## config.mk

```make
export PLATFORM = sky130hd
export DESIGN_NAME = arq_frame_builder_crc16
export DESIGN_NICKNAME = d
export VERILOG_FILES = /design/src/rtl/afb_pkg.sv /design/src/rtl/afb_front.sv /design/src/rtl/afb_queue.sv /design/src/rtl/afb_back.sv /design/src/rtl/arq_frame_builder_crc16.sv
export SDC_FILE = /design/constraint.sdc
export NUM_CORES = 1
export LEC_CHECK = 0
export BUFFER_PORTS_ARGS = -buffer_cell sky130_fd_sc_hd__buf_2
export CORE_ASPECT_RATIO = 1.2
export CORE_UTILIZATION = 61
export CTS_BUF_LIST = sky130_fd_sc_hd__clkbuf_4 sky130_fd_sc_hd__clkbuf_8
export CTS_CLUSTER_DIAMETER = 30
export DETAILED_ROUTE_END_ITERATION = 16
export GPL_TIMING_DRIVEN = 0
export PLACE_DENSITY = 0.78
export SLEW_MARGIN = 10
export SYNTH_ARGS = -nofsm -noshare
export SYNTH_HDL_FRONTEND = slang
export SYNTH_HIERARCHICAL = 1
export SYNTH_SLANG_ARGS = --single-unit
```

## constraint.sdc

```tcl
create_clock -name clk_i -period 13.7 [get_ports clk_i]
set_input_delay 2.055 -clock clk_i [delete_from_list [all_inputs] [get_ports clk_i]]
set_output_delay 2.055 -clock clk_i [all_outputs]
set_load 0.02 [all_outputs]
```

## src/rtl/afb_pkg.sv

```systemverilog
// ----------------------------------------------------------------------------
// afb_pkg: shared types and constants of the ARQ frame builder
// Request payloads, the queued command format and the CRC-16 byte step.
// ----------------------------------------------------------------------------
`default_nettype none

package afb_pkg;

  localparam int unsigned SizeW = 11;
  localparam logic [SizeW-1:0] MaxPayload = SizeW'(1232);
  localparam int unsigned HdrBytes = 9;
  localparam logic [15:0] CrcInit = 16'hFFFF;
  localparam logic [15:0] CrcPoly = 16'hA001;

  // header byte positions
  localparam logic [3:0] PhFlag  = 4'd0;
  localparam logic [3:0] PhSeq3  = 4'd1;
  localparam logic [3:0] PhSeq2  = 4'd2;
  localparam logic [3:0] PhSeq1  = 4'd3;
  localparam logic [3:0] PhSeq0  = 4'd4;
  localparam logic [3:0] PhSize3 = 4'd5;
  localparam logic [3:0] PhSize2 = 4'd6;
  localparam logic [3:0] PhSize1 = 4'd7;
  localparam logic [3:0] PhSize0 = 4'd8;

  typedef struct packed {
    logic [7:0]       data_byte;
    logic             byte_valid;
    logic [31:0]      seq_number;
    logic [SizeW-1:0] payload_size;
    logic             end_flag;
  } in_t;

  typedef struct packed {
    logic [7:0] frame_byte;
    logic       frame_last;
  } out_t;

  // one classified request: optional header, optional data byte, optional checksum
  typedef struct packed {
    logic             is_header;
    logic             flag;
    logic [31:0]      seq;
    logic [SizeW-1:0] size;
    logic             has_data;
    logic [7:0]       data;
    logic             close;
  } cmd_t;

  function automatic logic [15:0] crc_byte(input logic [15:0] crc, input logic [7:0] b);
    logic [15:0] c;
    c = crc ^ {8'h00, b};
    for (int i = 0; i < 8; i++) begin
      if (c[0]) begin
        c = (c >> 1) ^ CrcPoly;
      end else begin
        c = c >> 1;
      end
    end
    return c;
  endfunction

endpackage

`default_nettype wire

```

## src/rtl/afb_front.sv

```systemverilog
// ----------------------------------------------------------------------------
// afb_front: request classifier
// Tracks frame position and turns each accepted request into a command.
// ----------------------------------------------------------------------------
`default_nettype none

module afb_front
  import afb_pkg::*;
(
  input  wire logic clk_i,
  input  wire logic rst_ni,
  input  wire logic in_valid_i,
  output logic      in_ready_o,
  input  wire in_t  in_data_i,
  input  wire logic q_full_i,
  output logic      q_push_o,
  output cmd_t      q_cmd_o
);

  logic             inside_q, inside_d;
  logic [SizeW-1:0] rem_q, rem_d;
  logic [SizeW-1:0] size_sat, size_eff;
  logic             fire;

  assign in_ready_o = !q_full_i;
  assign fire       = in_valid_i && in_ready_o;

  assign size_sat = (in_data_i.payload_size > MaxPayload) ? MaxPayload
                                                          : in_data_i.payload_size;
  assign size_eff = in_data_i.byte_valid ? size_sat : '0;

  always_comb begin
    inside_d  = inside_q;
    rem_d     = rem_q;
    q_push_o  = 1'b0;
    q_cmd_o.is_header = 1'b0;
    q_cmd_o.flag      = !in_data_i.end_flag;
    q_cmd_o.seq       = in_data_i.seq_number;
    q_cmd_o.size      = size_eff;
    q_cmd_o.has_data  = 1'b0;
    q_cmd_o.data      = in_data_i.data_byte;
    q_cmd_o.close     = 1'b0;
    if (!inside_q) begin
      q_cmd_o.is_header = 1'b1;
      q_cmd_o.has_data  = (size_eff != '0);
      q_cmd_o.close     = (size_eff <= SizeW'(1));
      if (fire) begin
        q_push_o = 1'b1;
        inside_d = (size_eff > SizeW'(1));
        rem_d    = size_eff - SizeW'(1);
      end
    end else begin
      q_cmd_o.has_data = 1'b1;
      q_cmd_o.close    = (rem_q == SizeW'(1));
      // an idle request inside a frame is taken and dropped
      if (fire && in_data_i.byte_valid) begin
        q_push_o = 1'b1;
        rem_d    = rem_q - SizeW'(1);
        inside_d = (rem_q != SizeW'(1));
      end
    end
  end

  always_ff @(posedge clk_i or negedge rst_ni) begin
    if (!rst_ni) begin
      inside_q <= 1'b0;
      rem_q    <= '0;
    end else begin
      inside_q <= inside_d;
      rem_q    <= rem_d;
    end
  end

endmodule

`default_nettype wire

```

## src/rtl/afb_queue.sv

```systemverilog
// ----------------------------------------------------------------------------
// afb_queue: two-entry command queue
// Decouples the classifier from the byte sequencer.
// ----------------------------------------------------------------------------
`default_nettype none

module afb_queue
  import afb_pkg::*;
(
  input  wire logic clk_i,
  input  wire logic rst_ni,
  input  wire logic push_i,
  input  wire cmd_t push_cmd_i,
  output logic      full_o,
  input  wire logic pop_i,
  output logic      valid_o,
  output cmd_t      cmd_o
);

  cmd_t       mem_q [2];
  logic       wr_q, rd_q;
  logic [1:0] cnt_q;

  assign full_o  = (cnt_q == 2'd2);
  assign valid_o = (cnt_q != 2'd0);
  assign cmd_o   = mem_q[rd_q];

  always_ff @(posedge clk_i) begin
    if (push_i) begin
      mem_q[wr_q] <= push_cmd_i;
    end
  end

  always_ff @(posedge clk_i or negedge rst_ni) begin
    if (!rst_ni) begin
      wr_q  <= 1'b0;
      rd_q  <= 1'b0;
      cnt_q <= 2'd0;
    end else begin
      if (push_i) begin
        wr_q <= !wr_q;
      end
      if (pop_i) begin
        rd_q <= !rd_q;
      end
      cnt_q <= cnt_q + 2'(push_i) - 2'(pop_i);
    end
  end

endmodule

`default_nettype wire

```

## src/rtl/afb_back.sv

```systemverilog
// ----------------------------------------------------------------------------
// afb_back: byte sequencer
// Expands each command into header, data and checksum bytes, runs the CRC.
// ----------------------------------------------------------------------------
`default_nettype none

module afb_back
  import afb_pkg::*;
(
  input  wire logic clk_i,
  input  wire logic rst_ni,
  input  wire logic q_valid_i,
  input  wire cmd_t q_cmd_i,
  output logic      q_pop_o,
  output logic      out_valid_o,
  input  wire logic out_ready_i,
  output out_t      out_data_o
);

  logic [3:0]  ph_q;
  logic [15:0] crc_q;
  logic        out_valid_q;
  out_t        out_q;

  logic [3:0]  hdr_len, total;
  logic        step, last, in_hdr, is_data;
  logic [7:0]  hdr_byte, byte_sel;
  logic [31:0] size32;
  logic [15:0] crc_base;

  assign size32  = {{(32-SizeW){1'b0}}, q_cmd_i.size};
  assign hdr_len = q_cmd_i.is_header ? 4'(HdrBytes) : 4'd0;
  assign total   = hdr_len + 4'(q_cmd_i.has_data) + 4'(q_cmd_i.close);
  assign in_hdr  = (ph_q < hdr_len);
  assign is_data = !in_hdr && q_cmd_i.has_data && (ph_q == hdr_len);
  assign last    = (ph_q == total - 4'd1);
  assign step    = q_valid_i && (!out_valid_q || out_ready_i);
  assign q_pop_o = step && last;

  always_comb begin
    case (ph_q)
      PhFlag:  hdr_byte = {7'd0, q_cmd_i.flag};
      PhSeq3:  hdr_byte = q_cmd_i.seq[31:24];
      PhSeq2:  hdr_byte = q_cmd_i.seq[23:16];
      PhSeq1:  hdr_byte = q_cmd_i.seq[15:8];
      PhSeq0:  hdr_byte = q_cmd_i.seq[7:0];
      PhSize3: hdr_byte = size32[31:24];
      PhSize2: hdr_byte = size32[23:16];
      PhSize1: hdr_byte = size32[15:8];
      PhSize0: hdr_byte = size32[7:0];
      default: hdr_byte = 8'h00;
    endcase
  end

  always_comb begin
    if (in_hdr) begin
      byte_sel = hdr_byte;
    end else if (is_data) begin
      byte_sel = q_cmd_i.data;
    end else begin
      byte_sel = crc_q[7:0];
    end
  end

  // header restarts the CRC
  assign crc_base = (q_cmd_i.is_header && ph_q == PhFlag) ? CrcInit : crc_q;

  always_ff @(posedge clk_i) begin
    if (step) begin
      out_q.frame_byte <= byte_sel;
      out_q.frame_last <= !in_hdr && !is_data;
    end
  end

  always_ff @(posedge clk_i or negedge rst_ni) begin
    if (!rst_ni) begin
      ph_q        <= 4'd0;
      crc_q       <= CrcInit;
      out_valid_q <= 1'b0;
    end else begin
      if (step) begin
        out_valid_q <= 1'b1;
        ph_q        <= last ? 4'd0 : ph_q + 4'd1;
        if (in_hdr || is_data) begin
          crc_q <= crc_byte(crc_base, byte_sel);
        end
      end else if (out_ready_i) begin
        out_valid_q <= 1'b0;
      end
    end
  end

  assign out_valid_o = out_valid_q;
  assign out_data_o  = out_q;

endmodule

`default_nettype wire

```

## src/rtl/arq_frame_builder_crc16.sv

```systemverilog
// ----------------------------------------------------------------------------
// arq_frame_builder_crc16: ARQ data frame serializer with CRC-16
// Emits header, payload and a one-byte checksum per frame.
// ----------------------------------------------------------------------------
//  channel | handshake              | payload
//  --------+------------------------+-----------------------------------
//  in      | in_valid_i/in_ready_o   | in_data_i (afb_pkg::in_t)
//  out     | out_valid_o/out_ready_i | out_data_o (afb_pkg::out_t)
//
//  One output byte per cycle while a command is queued and out_ready_i allows.
//  A payload request yields one byte, two when it closes the frame; the first
//  request of a frame yields 9 header bytes plus data and checksum bytes.
//  The byte sequencer is the rate limit; a 2-entry queue sits in front of it.
//  Reset clears frame position, queue and output valid; CRC restarts at header.
//  Output stalls back up through the queue into in_ready_o.
// ----------------------------------------------------------------------------
`default_nettype none

module arq_frame_builder_crc16
  import afb_pkg::*;
(
  input  wire logic clk_i,
  input  wire logic rst_ni,
  input  wire logic in_valid_i,
  output logic      in_ready_o,
  input  wire in_t  in_data_i,
  output logic      out_valid_o,
  input  wire logic out_ready_i,
  output out_t      out_data_o
);

  logic q_full, q_push, q_pop, q_valid;
  cmd_t push_cmd, head_cmd;

  afb_front u_front (
    .clk_i      (clk_i),
    .rst_ni     (rst_ni),
    .in_valid_i (in_valid_i),
    .in_ready_o (in_ready_o),
    .in_data_i  (in_data_i),
    .q_full_i   (q_full),
    .q_push_o   (q_push),
    .q_cmd_o    (push_cmd)
  );

  afb_queue u_queue (
    .clk_i      (clk_i),
    .rst_ni     (rst_ni),
    .push_i     (q_push),
    .push_cmd_i (push_cmd),
    .full_o     (q_full),
    .pop_i      (q_pop),
    .valid_o    (q_valid),
    .cmd_o      (head_cmd)
  );

  afb_back u_back (
    .clk_i       (clk_i),
    .rst_ni      (rst_ni),
    .q_valid_i   (q_valid),
    .q_cmd_i     (head_cmd),
    .q_pop_o     (q_pop),
    .out_valid_o (out_valid_o),
    .out_ready_i (out_ready_i),
    .out_data_o  (out_data_o)
  );

endmodule

`default_nettype wire
```

==> results of run 1 <==
==> worst paths after layout <==
kind                       depth (start not counted)                             end                          from
hold reg to reg                                    2    u_back/crc_q[15]$_DFFE_PN1P_  u_back/crc_q[15]$_DFFE_PN1P_
max in group asynchronous                          1      u_back/ph_q[1]$_DFFE_PN0P_                        rst_ni
min in group asynchronous                          1  u_back/out_valid_o$_DFFE_PN0P_                        rst_ni
setup reg to reg                                  13     u_back/crc_q[0]$_DFFE_PN1P_      u_queue/rd_q$_DFFE_PN0P_
hold / removal                                     2    u_back/crc_q[15]$_DFFE_PN1P_  u_back/crc_q[15]$_DFFE_PN1P_
setup / recovery                                   7  u_queue/mem_q[0][51]$_DFFE_PP_                    in_valid_i
==> layer usage <==
layer / share of wire (%) / global-route usage [%]
met2: 52 / 43.45
met5: 0 / 0
met3: 4.4 / 4.296
met1: 41 / 30.89
met4: 2.5 / 11.84
==> registers in the layout, indices dropped and copies added (netlist names) <==
register            flops
u_back/ph_q             4
u_queue/cnt_q           2
u_back/out_data_o       9
u_queue/wr_q            1
u_front/inside_q        1
u_queue/rd_q            1
u_front/rem_q          11
u_queue/mem_q         110
u_back/out_valid_o      1
u_back/crc_q           16
==> worst reg2reg max path: stages (launching register included) <==
cell      delay [ns]
dfrtp_1         0.37
buf_6           0.19
mux2_2          0.41
inv_1           0.19
ha_1            0.30
and4bb_1        0.25
and2_1          0.16
buf_2           0.20
a211oi_1        0.28
a211oi_2        0.09
xor2_1          0.27
xnor3_1         0.44
xnor3_1         0.37
mux2_4          0.26
==> cell type report <==
type,count,area (sq um),area share [%]
sequential,156,4519,49.82
multi-input combinational,405,3253,35.86
buffer,65,455.4,5.021
clock buffer,18,241.5,2.662
tap,168,210.2,2.317
timing repair buffer,29,175.2,1.931
clock inverter,14,133.9,1.476
inverter,22,82.58,0.9103
==> Yosys cell counts, types with 7 or more instances <==
library cell and number:
xnor2_1 19, nand3_1 9, xor2_1 12, nor2b_1 8
nor3_1 7, clkbuf_1 11, nand2b_1 8, inv_1 20
dfstp_2 16, buf_4 40, edfxtp_1 119, o21ai_0 31
ha_1 16, mux2i_1 7, nor2_1 32, buf_2 7
buf_6 7, nand2_1 62, a21oi_1 11, dfrtp_1 21
mux2_4 41, and2_1 8, mux2_2 19
==> cell families (layout without fill, tap and decap cells) <==
logic type,count (synthesis),after routing
adders and majority gates,16,16
DFF,156,156
muxes,67,67
buffers and inverters,87,148
and+or+nand+nor,163,163
AOI/OAI and AO/OA,120,120
xor gates and xnor gates,39,39
==> power breakdown <==
part           internal (mW)  total, mW  switching (mW)  leakage (nW)
sequential             0.653      0.715          0.0623          1.51
combinational          0.639       1.26           0.622          1.85
clock                  0.149      0.328           0.179         0.191
total                   1.44       2.30           0.863          3.55
==> impl_metrics.json, run 1 <==
{
  "setup_slack_ns": 9.239,
  "setup.worst_path.start_class": "input pin",
  "syn-cell-area_sq_mm": 0.008302,
  "viasPerCell": 5.924,
  "dieWidth_um": 108.5,
  "hold_slack_ns": 0.4681,
  "avgSynthCellArea_sq_um": 12.81,
  "dpl-instance-area_sq_mm": 0.008696,
  "power_mw": 2.304,
  "report.final.slew_viol_count": 0,
  "grt.overflow.total": 0,
  "drtIter0Drc": 354,
  "max_cap_violations": 0,
  "dp_hpwl_mm": 11.82,
  "ys_ff_latch": 156,
  "synth_xor_area_share_pct": 5.381,
  "rsz0062_at_grt": "no",
  "fillers": 937,
  "setup_viol": 0,
  "final_common_cell": "edfxtp_1",
  "final_cells": 877,
  "first_global_vias": 5232,
  "worstMarginPinSlew_ns": 0.8662,
  "synthDistinctLibCells": 77,
  "grt_usage_pct": 25.22,
  "io_pins": 68,
  "status": "finished, final reports clean",
  "drive_above_1_share_pct": 29.34,
  "h-tree-depth": 4,
  "worst_setup_path_end_kind": "register",
  "synthMuxAreaShare_pct": 10.84,
  "dp_cells": 845,
  "cp_num_buf_inv": 4,
  "fp-row-count": 46,
  "finalCritPeriodShare_pct": 32.56,
  "synth_cells": 648,
  "fin_area_sq_mm": 0.009071,
  "final_cell_mix": "edfxtp_1, nand2_1, mux2_4, buf_4, buf_2",
  "finalHoldViolCount": 0,
  "power.leakage_nw": 3.554,
  "vias": 5195,
  "final.setup.tns_ns": 0,
  "synthFlopType": "edfxtp_1",
  "r2r_slack_ns": 9.87,
  "clockBufferDepth": 2,
  "cts_setup_buffers": 0,
  "ys_warn_count": 6,
  "synth_top_family_by_area": "multiplexers",
  "initial_core_util_pct": 62.71,
  "synthAdderAreaFrac_pct": 2.411,
  "yosysSeqAreaShare_pct": 54.44,
  "grt_pass1_wl_mm": 26.29,
  "die_h_um": 129.8,
  "clock_skew_ns": 0.01309,
  "crit_type": "in -> reg",
  "ys_async_sr_fraction_pct": 23.72,
  "drt_wl_total_mm": 16.32,
  "post-route-util_pct": 68.53,
  "root_buffer": "clkbuf_8",
  "yosysTopAreaCell": "edfxtp_1",
  "syn_to_final_growth_pct": 9.269,
  "portBuffers": 27,
  "place_congestion": 0.8930,
  "cts_tree": "done",
  "cts_hold_buffers": 0,
  "hold_class": "reg -> reg",
  "clk_pin_slew_ns": 0.08,
  "critPathMaxStageDelay_ns": 0.79,
  "drc_errors": 0,
  "critPathArrivalTime_ns": 4.61,
  "cts_resized": 0,
  "clock_latency_ns": 0.46,
  "critPathTopFamily": "simple AND/OR/NAND/NOR gates",
  "synth-simple-area-share_pct": 9.887,
  "nets": 769,
  "die-area_sq_mm": 0.01408,
  "synthTopCellsByArea": "edfxtp_1, mux2_4, dfrtp_1, dfstp_2, buf_4",
  "antenna_left": 0,
  "synth_nets": 721,
  "powerDensity_mw_per_mm2": 254.0,
  "relSlewSlack_pct": 42.25,
  "antenna_found_initial": 0,
  "post_drt_wl_per_cell_um": 18.61,
  "crit_path_cell_trace": "buf_2, nor2b_1, nand2_1, inv_2, clkbuf_1, nor2b_4, buf_12",
  "synth_top_area_share_pct": 43.04,
  "grt_max_degree": 38,
  "antennaDiodeCount": 0,
  "crit_required_ns": 13.85,
  "clock_sinks": 156,
  "place_ws_ns": 8.834,
  "core_sq_mm": 0.01324,
  "synth_compound_area_share_pct": 10.57,
  "synth_edf_count": 119,
  "period_needed_ns": 4.461,
  "first_pass_iters": 5,
  "cp_max_fo": 30,
  "peakVddDrop_uv": 191.7,
  "fmax_mhz": 224.2,
  "slowest_stage": "nor2b_4",
  "cts-buffers-inserted": 17
}
Note: power is estimated with default switching activity, not from simulation.
==> run 2: changes to the inputs <==
==> constraint.sdc (replaced) <==
create_clock -name clk_i -period 4.62 [get_ports clk_i]
set_input_delay 0.693 -clock clk_i [delete_from_list [all_inputs] [get_ports clk_i]]
set_output_delay 0.693 -clock clk_i [all_outputs]
set_load 0.02 [all_outputs]
==> impl_metrics.json, run 2 (synthesis results as in run 1) <==
{
  "status": "finished, final reports clean",
  "fin_area_sq_mm": 0.009072,
  "grt_max_degree": 38,
  "multi_input_area_sq_mm": 0.003253,
  "cts-buffers-inserted": 17,
  "io_pins": 68,
  "clock_latency_ns": 0.45,
  "hold_class": "in -> async",
  "r2r_slack_ns": 0.76,
  "clock_skew_ns": 0.01094,
  "clkPwrFrac_pct": 13.6,
  "crit_type": "reg -> reg",
  "cts_resized": 0,
  "fmax_mhz": 259.3,
  "dpl-instance-area_sq_mm": 0.008716,
  "dp_hpwl_mm": 11.66,
  "finalCritPeriodShare_pct": 83.49,
  "cp_max_fo": 10,
  "nets": 770,
  "grt_pass1_wl_mm": 25.85,
  "worstMarginPinSlew_ns": 0.8658,
  "crit_required_ns": 5.00,
  "drt_wl_total_mm": 16.14,
  "worst_setup_path_end_kind": "register",
  "top_regs": "u_queue/mem_q x110, u_back/crc_q x16, u_front/rem_q x11",
  "seqCellArea_sq_mm": 0.004519,
  "initial_core_util_pct": 62.71,
  "fp-row-count": 46,
  "hold_slack_ns": 0.3571,
  "setup_viol": 0,
  "fillers": 956,
  "antennaDiodeCount": 0,
  "syn_to_final_growth_pct": 9.284,
  "relSlewSlack_pct": 42.28,
  "drc_errors": 0,
  "clock_sinks": 156,
  "cts_tree": "done",
  "final_common_cell": "edfxtp_1",
  "vias": 5186,
  "place_congestion": 0.9081,
  "root_buffer": "clkbuf_8",
  "report.final.slew_viol_count": 0,
  "dieWidth_um": 108.5,
  "largest_register_ffs": 110,
  "antenna_left": 0,
  "p_switching_mw": 2.499,
  "p_int_mw": 4.254,
  "sw_frac_of_total_pct": 37.01,
  "post_drt_wl_per_cell_um": 18.40,
  "first_global_vias": 5187,
  "viasPerCell": 5.913,
  "power_mw": 6.753,
  "clk_pin_slew_ns": 0.08,
  "die_h_um": 129.8,
  "setup.worst_path.start_class": "register",
  "die-area_sq_mm": 0.01408,
  "critPathArrivalTime_ns": 4.24,
  "powerDensity_mw_per_mm2": 744.4,
  "final_cell_mix": "edfxtp_1, nand2_1, mux2_4, buf_4, buf_2",
  "grt.overflow.total": 0,
  "rsz0062_at_grt": "no",
  "peakVddDrop_uv": 485.8,
  "antenna_found_initial": 0,
  "cts_setup_buffers": 0,
  "regMostFlops": "u_queue/mem_q",
  "worst_r2r_startpoint": "u_queue/rd_q$_DFFE_PN0P_",
  "power.leakage_nw": 3.546,
  "timing.rr.end": "u_back/crc_q[0]$_DFFE_PN1P_",
  "drive_above_1_share_pct": 29.20,
  "h-tree-depth": 4,
  "seqPwrFrac_pct": 31.3,
  "comb_power_share_pct": 55.1,
  "drtIter0Drc": 447,
  "max_cap_violations": 0,
  "period_needed_ns": 3.857,
  "grt_usage_pct": 24.62,
  "finalHoldViolCount": 0,
  "first_pass_iters": 5,
  "portBuffers": 27,
  "core_sq_mm": 0.01324,
  "rr_worst_depth": 13,
  "cts_hold_buffers": 0,
  "clockBufferDepth": 2
}
==> run 2: worst max path at each step <==
| stage | from | to | cells after the start |
|---|---|---|---|
| floorplan | in_valid_i | u_queue/mem_q[0][0]$_DFFE_PP_ | 5 |
| global placement | in_valid_i | u_queue/mem_q[0][45]$_DFFE_PP_ | 6 |
| detailed placement | u_queue/rd_q$_DFFE_PN0P_ | u_back/crc_q[0]$_DFFE_PN1P_ | 13 |
| CTS | u_queue/rd_q$_DFFE_PN0P_ | u_back/crc_q[0]$_DFFE_PN1P_ | 13 |
| global route | u_queue/rd_q$_DFFE_PN0P_ | u_back/crc_q[0]$_DFFE_PN1P_ | 13 |
| finish | u_queue/rd_q$_DFFE_PN0P_ | u_back/crc_q[0]$_DFFE_PN1P_ | 13 |
==> run 2: through the flow <==
| step | setup TNS (ns) | util [%] | instances | setup slack, ns |
|---|---|---|---|---|
| after global placement | -7.650 | 65.34 | 843 | -0.1453 |
| after detailed placement | 0 | 65.84 | 846 | 0.8154 |
| after global routing | 0 | 68.54 | 877 | 0.6089 |
| after CTS | 0 | 68.54 | 877 | 0.7826 |
| final | 0 | 68.54 | 877 | 0.7627 |
| after floorplan | 0 | - | 648 | 1.022 |
==> run 2: power by group through the flow <==
| stage | clock, mW | combinational [mW] | sequential, mW |
|---|---|---|---|
| after global placement | 0 | 3.53 | 2.14 |
| final | 0.917 | 3.72 | 2.12 |
| after detailed placement | 0 | 3.69 | 2.15 |
| after CTS | 0.941 | 3.71 | 2.12 |
| after floorplan | 0 | 2.93 | 2.16 |
| after global routing | 0.993 | 4.01 | 2.15 |
==> run 2: layout make-up <==
| cell class | count | area share, % |
|---|---|---|
| flip-flops and latches | 156 | 49.81 |
| multi-input cells | 405 | 35.86 |
| plain buffers | 65 | 5.020 |
| clock buffers | 17 | 2.579 |
| well taps | 168 | 2.317 |
| repair buffers | 30 | 2.151 |
| clock inverters | 14 | 1.352 |
| inverters | 22 | 0.9102 |
==> run 2: routing by layer <==
layer | up-vias | routed length [um] | track usage, %
met3 | 29 | 804 | 4.695
li1 | 2446 | - | -
met4 | 0 | 320 | 9.539
met5 | - | 0 | 0
met2 | 185 | 8382 | 43.30
met1 | 2526 | 6633 | 29.87
==> run 2: worst max-delay path, cell delays in order, from the launching register on <==
cell,delay [ns]
dfrtp_1,0.36
buf_6,0.18
mux2_2,0.40
inv_1,0.18
ha_1,0.29
and4bb_1,0.25
and2_1,0.16
buf_2,0.20
a211oi_1,0.28
a211oi_2,0.10
xor2_1,0.28
xnor3_1,0.45
xnor3_1,0.37
mux2_4,0.27
==> run 3: changes to the inputs <==
==> constraint.sdc (replaced) <==
create_clock -name clk_i -period 3.95 [get_ports clk_i]
set_input_delay 0.5925 -clock clk_i [delete_from_list [all_inputs] [get_ports clk_i]]
set_output_delay 0.5925 -clock clk_i [all_outputs]
set_load 0.02 [all_outputs]
==> impl_metrics.json, run 3 (synthesis results as in run 1) <==
{
  "vias": 5187,
  "p_switching_mw": 2.927,
  "finalCritPeriodShare_pct": 95.54,
  "final_common_cell": "edfxtp_1",
  "nets": 771,
  "core_sq_mm": 0.01324,
  "clockBufferDepth": 2,
  "drc_errors": 0,
  "max_cap_violations": 0,
  "fillers": 955,
  "sw_frac_of_total_pct": 36.89,
  "cts_hold_buffers": 0,
  "dieWidth_um": 108.5,
  "dpl-instance-area_sq_mm": 0.008716,
  "regMostFlops": "u_queue/mem_q",
  "grt.overflow.total": 0,
  "root_buffer": "clkbuf_8",
  "post_drt_wl_per_cell_um": 18.40,
  "post-route-util_pct": 68.59,
  "fmax_mhz": 265.0,
  "comb_power_share_pct": 55.3,
  "viasPerCell": 5.908,
  "grt_usage_pct": 24.62,
  "worst_setup_path_end_kind": "register",
  "largest_register_ffs": 110,
  "status": "finished, final reports clean",
  "drive_above_1_share_pct": 29.30,
  "antenna_left": 0,
  "clock_skew_ns": 0.01037,
  "antennaDiodeCount": 0,
  "hold_slack_ns": 0.2605,
  "die_h_um": 129.8,
  "fin_area_sq_mm": 0.009080,
  "first_global_vias": 5187,
  "drt_wl_total_mm": 16.15,
  "report.final.slew_viol_count": 0,
  "initial_core_util_pct": 62.71,
  "seqPwrFrac_pct": 31.2,
  "setup_viol": 0,
  "final_cell_mix": "edfxtp_1, nand2_1, mux2_4, buf_4, buf_2",
  "cp_max_fo": 10,
  "p_int_mw": 5.007,
  "antenna_found_initial": 0,
  "syn_to_final_growth_pct": 9.375,
  "cp_common_cell": "xnor3_1",
  "die-area_sq_mm": 0.01408,
  "critPathTopFamily": "XOR/XNOR gates",
  "cts_tree": "done",
  "grt_max_degree": 38,
  "place_congestion": 0.9081,
  "slowest_stage": "xnor3_1",
  "cts_resized": 0,
  "dp_hpwl_mm": 11.66,
  "drtIter0Drc": 443,
  "crit_required_ns": 4.33,
  "rsz0062_at_grt": "no",
  "final_cells": 878,
  "first_pass_iters": 5,
  "cts-buffers-inserted": 17,
  "peakVddDrop_uv": 568.1,
  "setup.worst_path.start_class": "register",
  "io_pins": 68,
  "grt_pass1_wl_mm": 25.85,
  "h-tree-depth": 4,
  "critPathArrivalTime_ns": 4.15,
  "cp_num_buf_inv": 3,
  "hold_class": "in -> async",
  "powerDensity_mw_per_mm2": 873.7,
  "clock_latency_ns": 0.45,
  "top_regs": "u_queue/mem_q x110, u_back/crc_q x16, u_front/rem_q x11",
  "period_needed_ns": 3.774,
  "worstMarginPinSlew_ns": 0.8695,
  "clk_pin_slew_ns": 0.08,
  "clock_sinks": 156,
  "fp-row-count": 46,
  "power.leakage_nw": 3.552,
  "finalHoldViolCount": 0,
  "clkPwrFrac_pct": 13.5,
  "crit_path_cell_trace": "buf_6, mux2_2, inv_1, ha_1, and4bb_1, and2_1, buf_2, a211oi_1, a211oi_2, xor2_1, xnor3_1, xnor3_1, mux2_4",
  "dp_cells": 846,
  "critPathMaxStageDelay_ns": 0.44,
  "cts_setup_buffers": 0,
  "portBuffers": 27,
  "crit_type": "reg -> reg",
  "relSlewSlack_pct": 42.04
}
run 3: power groups by stage:
stage	Clock, mW	Sequential [mW]	Combinational [mW]
2_1_floorplan	0	2.52	3.43
3_3_place_gp	0	2.50	4.13
3_5_place_dp	0	2.51	4.31
4_1_cts	1.10	2.48	4.34
5_1_grt	1.16	2.52	4.73
6_report	1.07	2.48	4.39
run 3: worst reg2reg max path, stage by stage (launching register included):
cell	delay, ns
dfrtp_1	0.36
buf_6	0.18
mux2_2	0.40
inv_1	0.18
ha_1	0.22
and4bb_1	0.27
and2_1	0.14
buf_2	0.25
a211oi_1	0.13
a211oi_2	0.27
xor2_1	0.23
xnor3_1	0.44
xnor3_1	0.38
mux2_4	0.27
run 3: final timing paths:
| kind | from | to | slack [ns] | cells after the start |
|---|---|---|---|---|
| max reg2reg | u_queue/rd_q$_DFFE_PN0P_ | u_back/crc_q[0]$_DFFE_PN1P_ | 0.18 | 13 |
| min | rst_ni | u_front/rem_q[3]$_DFFE_PN0P_ | 0.26 | 1 |
| max in group asynchronous | rst_ni | u_back/ph_q[2]$_DFFE_PN0P_ | 3.15 | 1 |
| max | u_queue/rd_q$_DFFE_PN0P_ | u_back/crc_q[0]$_DFFE_PN1P_ | 0.18 | 13 |
| min in group clk_i | in_data_i[27] | u_queue/mem_q[0][36]$_DFFE_PP_ | 0.32 | 1 |
| min reg2reg | u_back/crc_q[15]$_DFFE_PN1P_ | u_back/crc_q[15]$_DFFE_PN1P_ | 0.47 | 2 |
run 3: metrics by stage:
stage | setup slack [ns] | setup TNS (ns) | power [mW]
floorplan | 0.4529 | 0 | 5.950
global placement | -0.7148 | -64.09 | 6.628
detailed placement | 0.1454 | 0 | 6.821
CTS | 0.1126 | 0 | 7.918
global route | 0.01074 | 0 | 8.404
finish | 0.1762 | 0 | 7.934
run 3: metal layers:
metal	part of all wire [%]	up-vias	wire (um)	GRT usage (%)
met5	0	-	0	0
met4	2.1	0	334	9.539
li1	-	2447	-	-
met1	41	2531	6569	29.87
met3	5.1	31	823	4.695
met2	52	178	8424	43.30
run 3: final cells by class:
cell class / instances / area, sq um / share of cell area [%]
repair buffers: 31 / 202.7 / 2.232
flip-flops and latches: 156 / 4519 / 49.77
well taps: 168 / 210.2 / 2.315
inverters: 22 / 82.58 / 0.9095
clock inverters: 14 / 122.6 / 1.350
multi-input cells: 405 / 3253 / 35.83
plain buffers: 65 / 455.4 / 5.016
clock buffers: 17 / 234.0 / 2.577
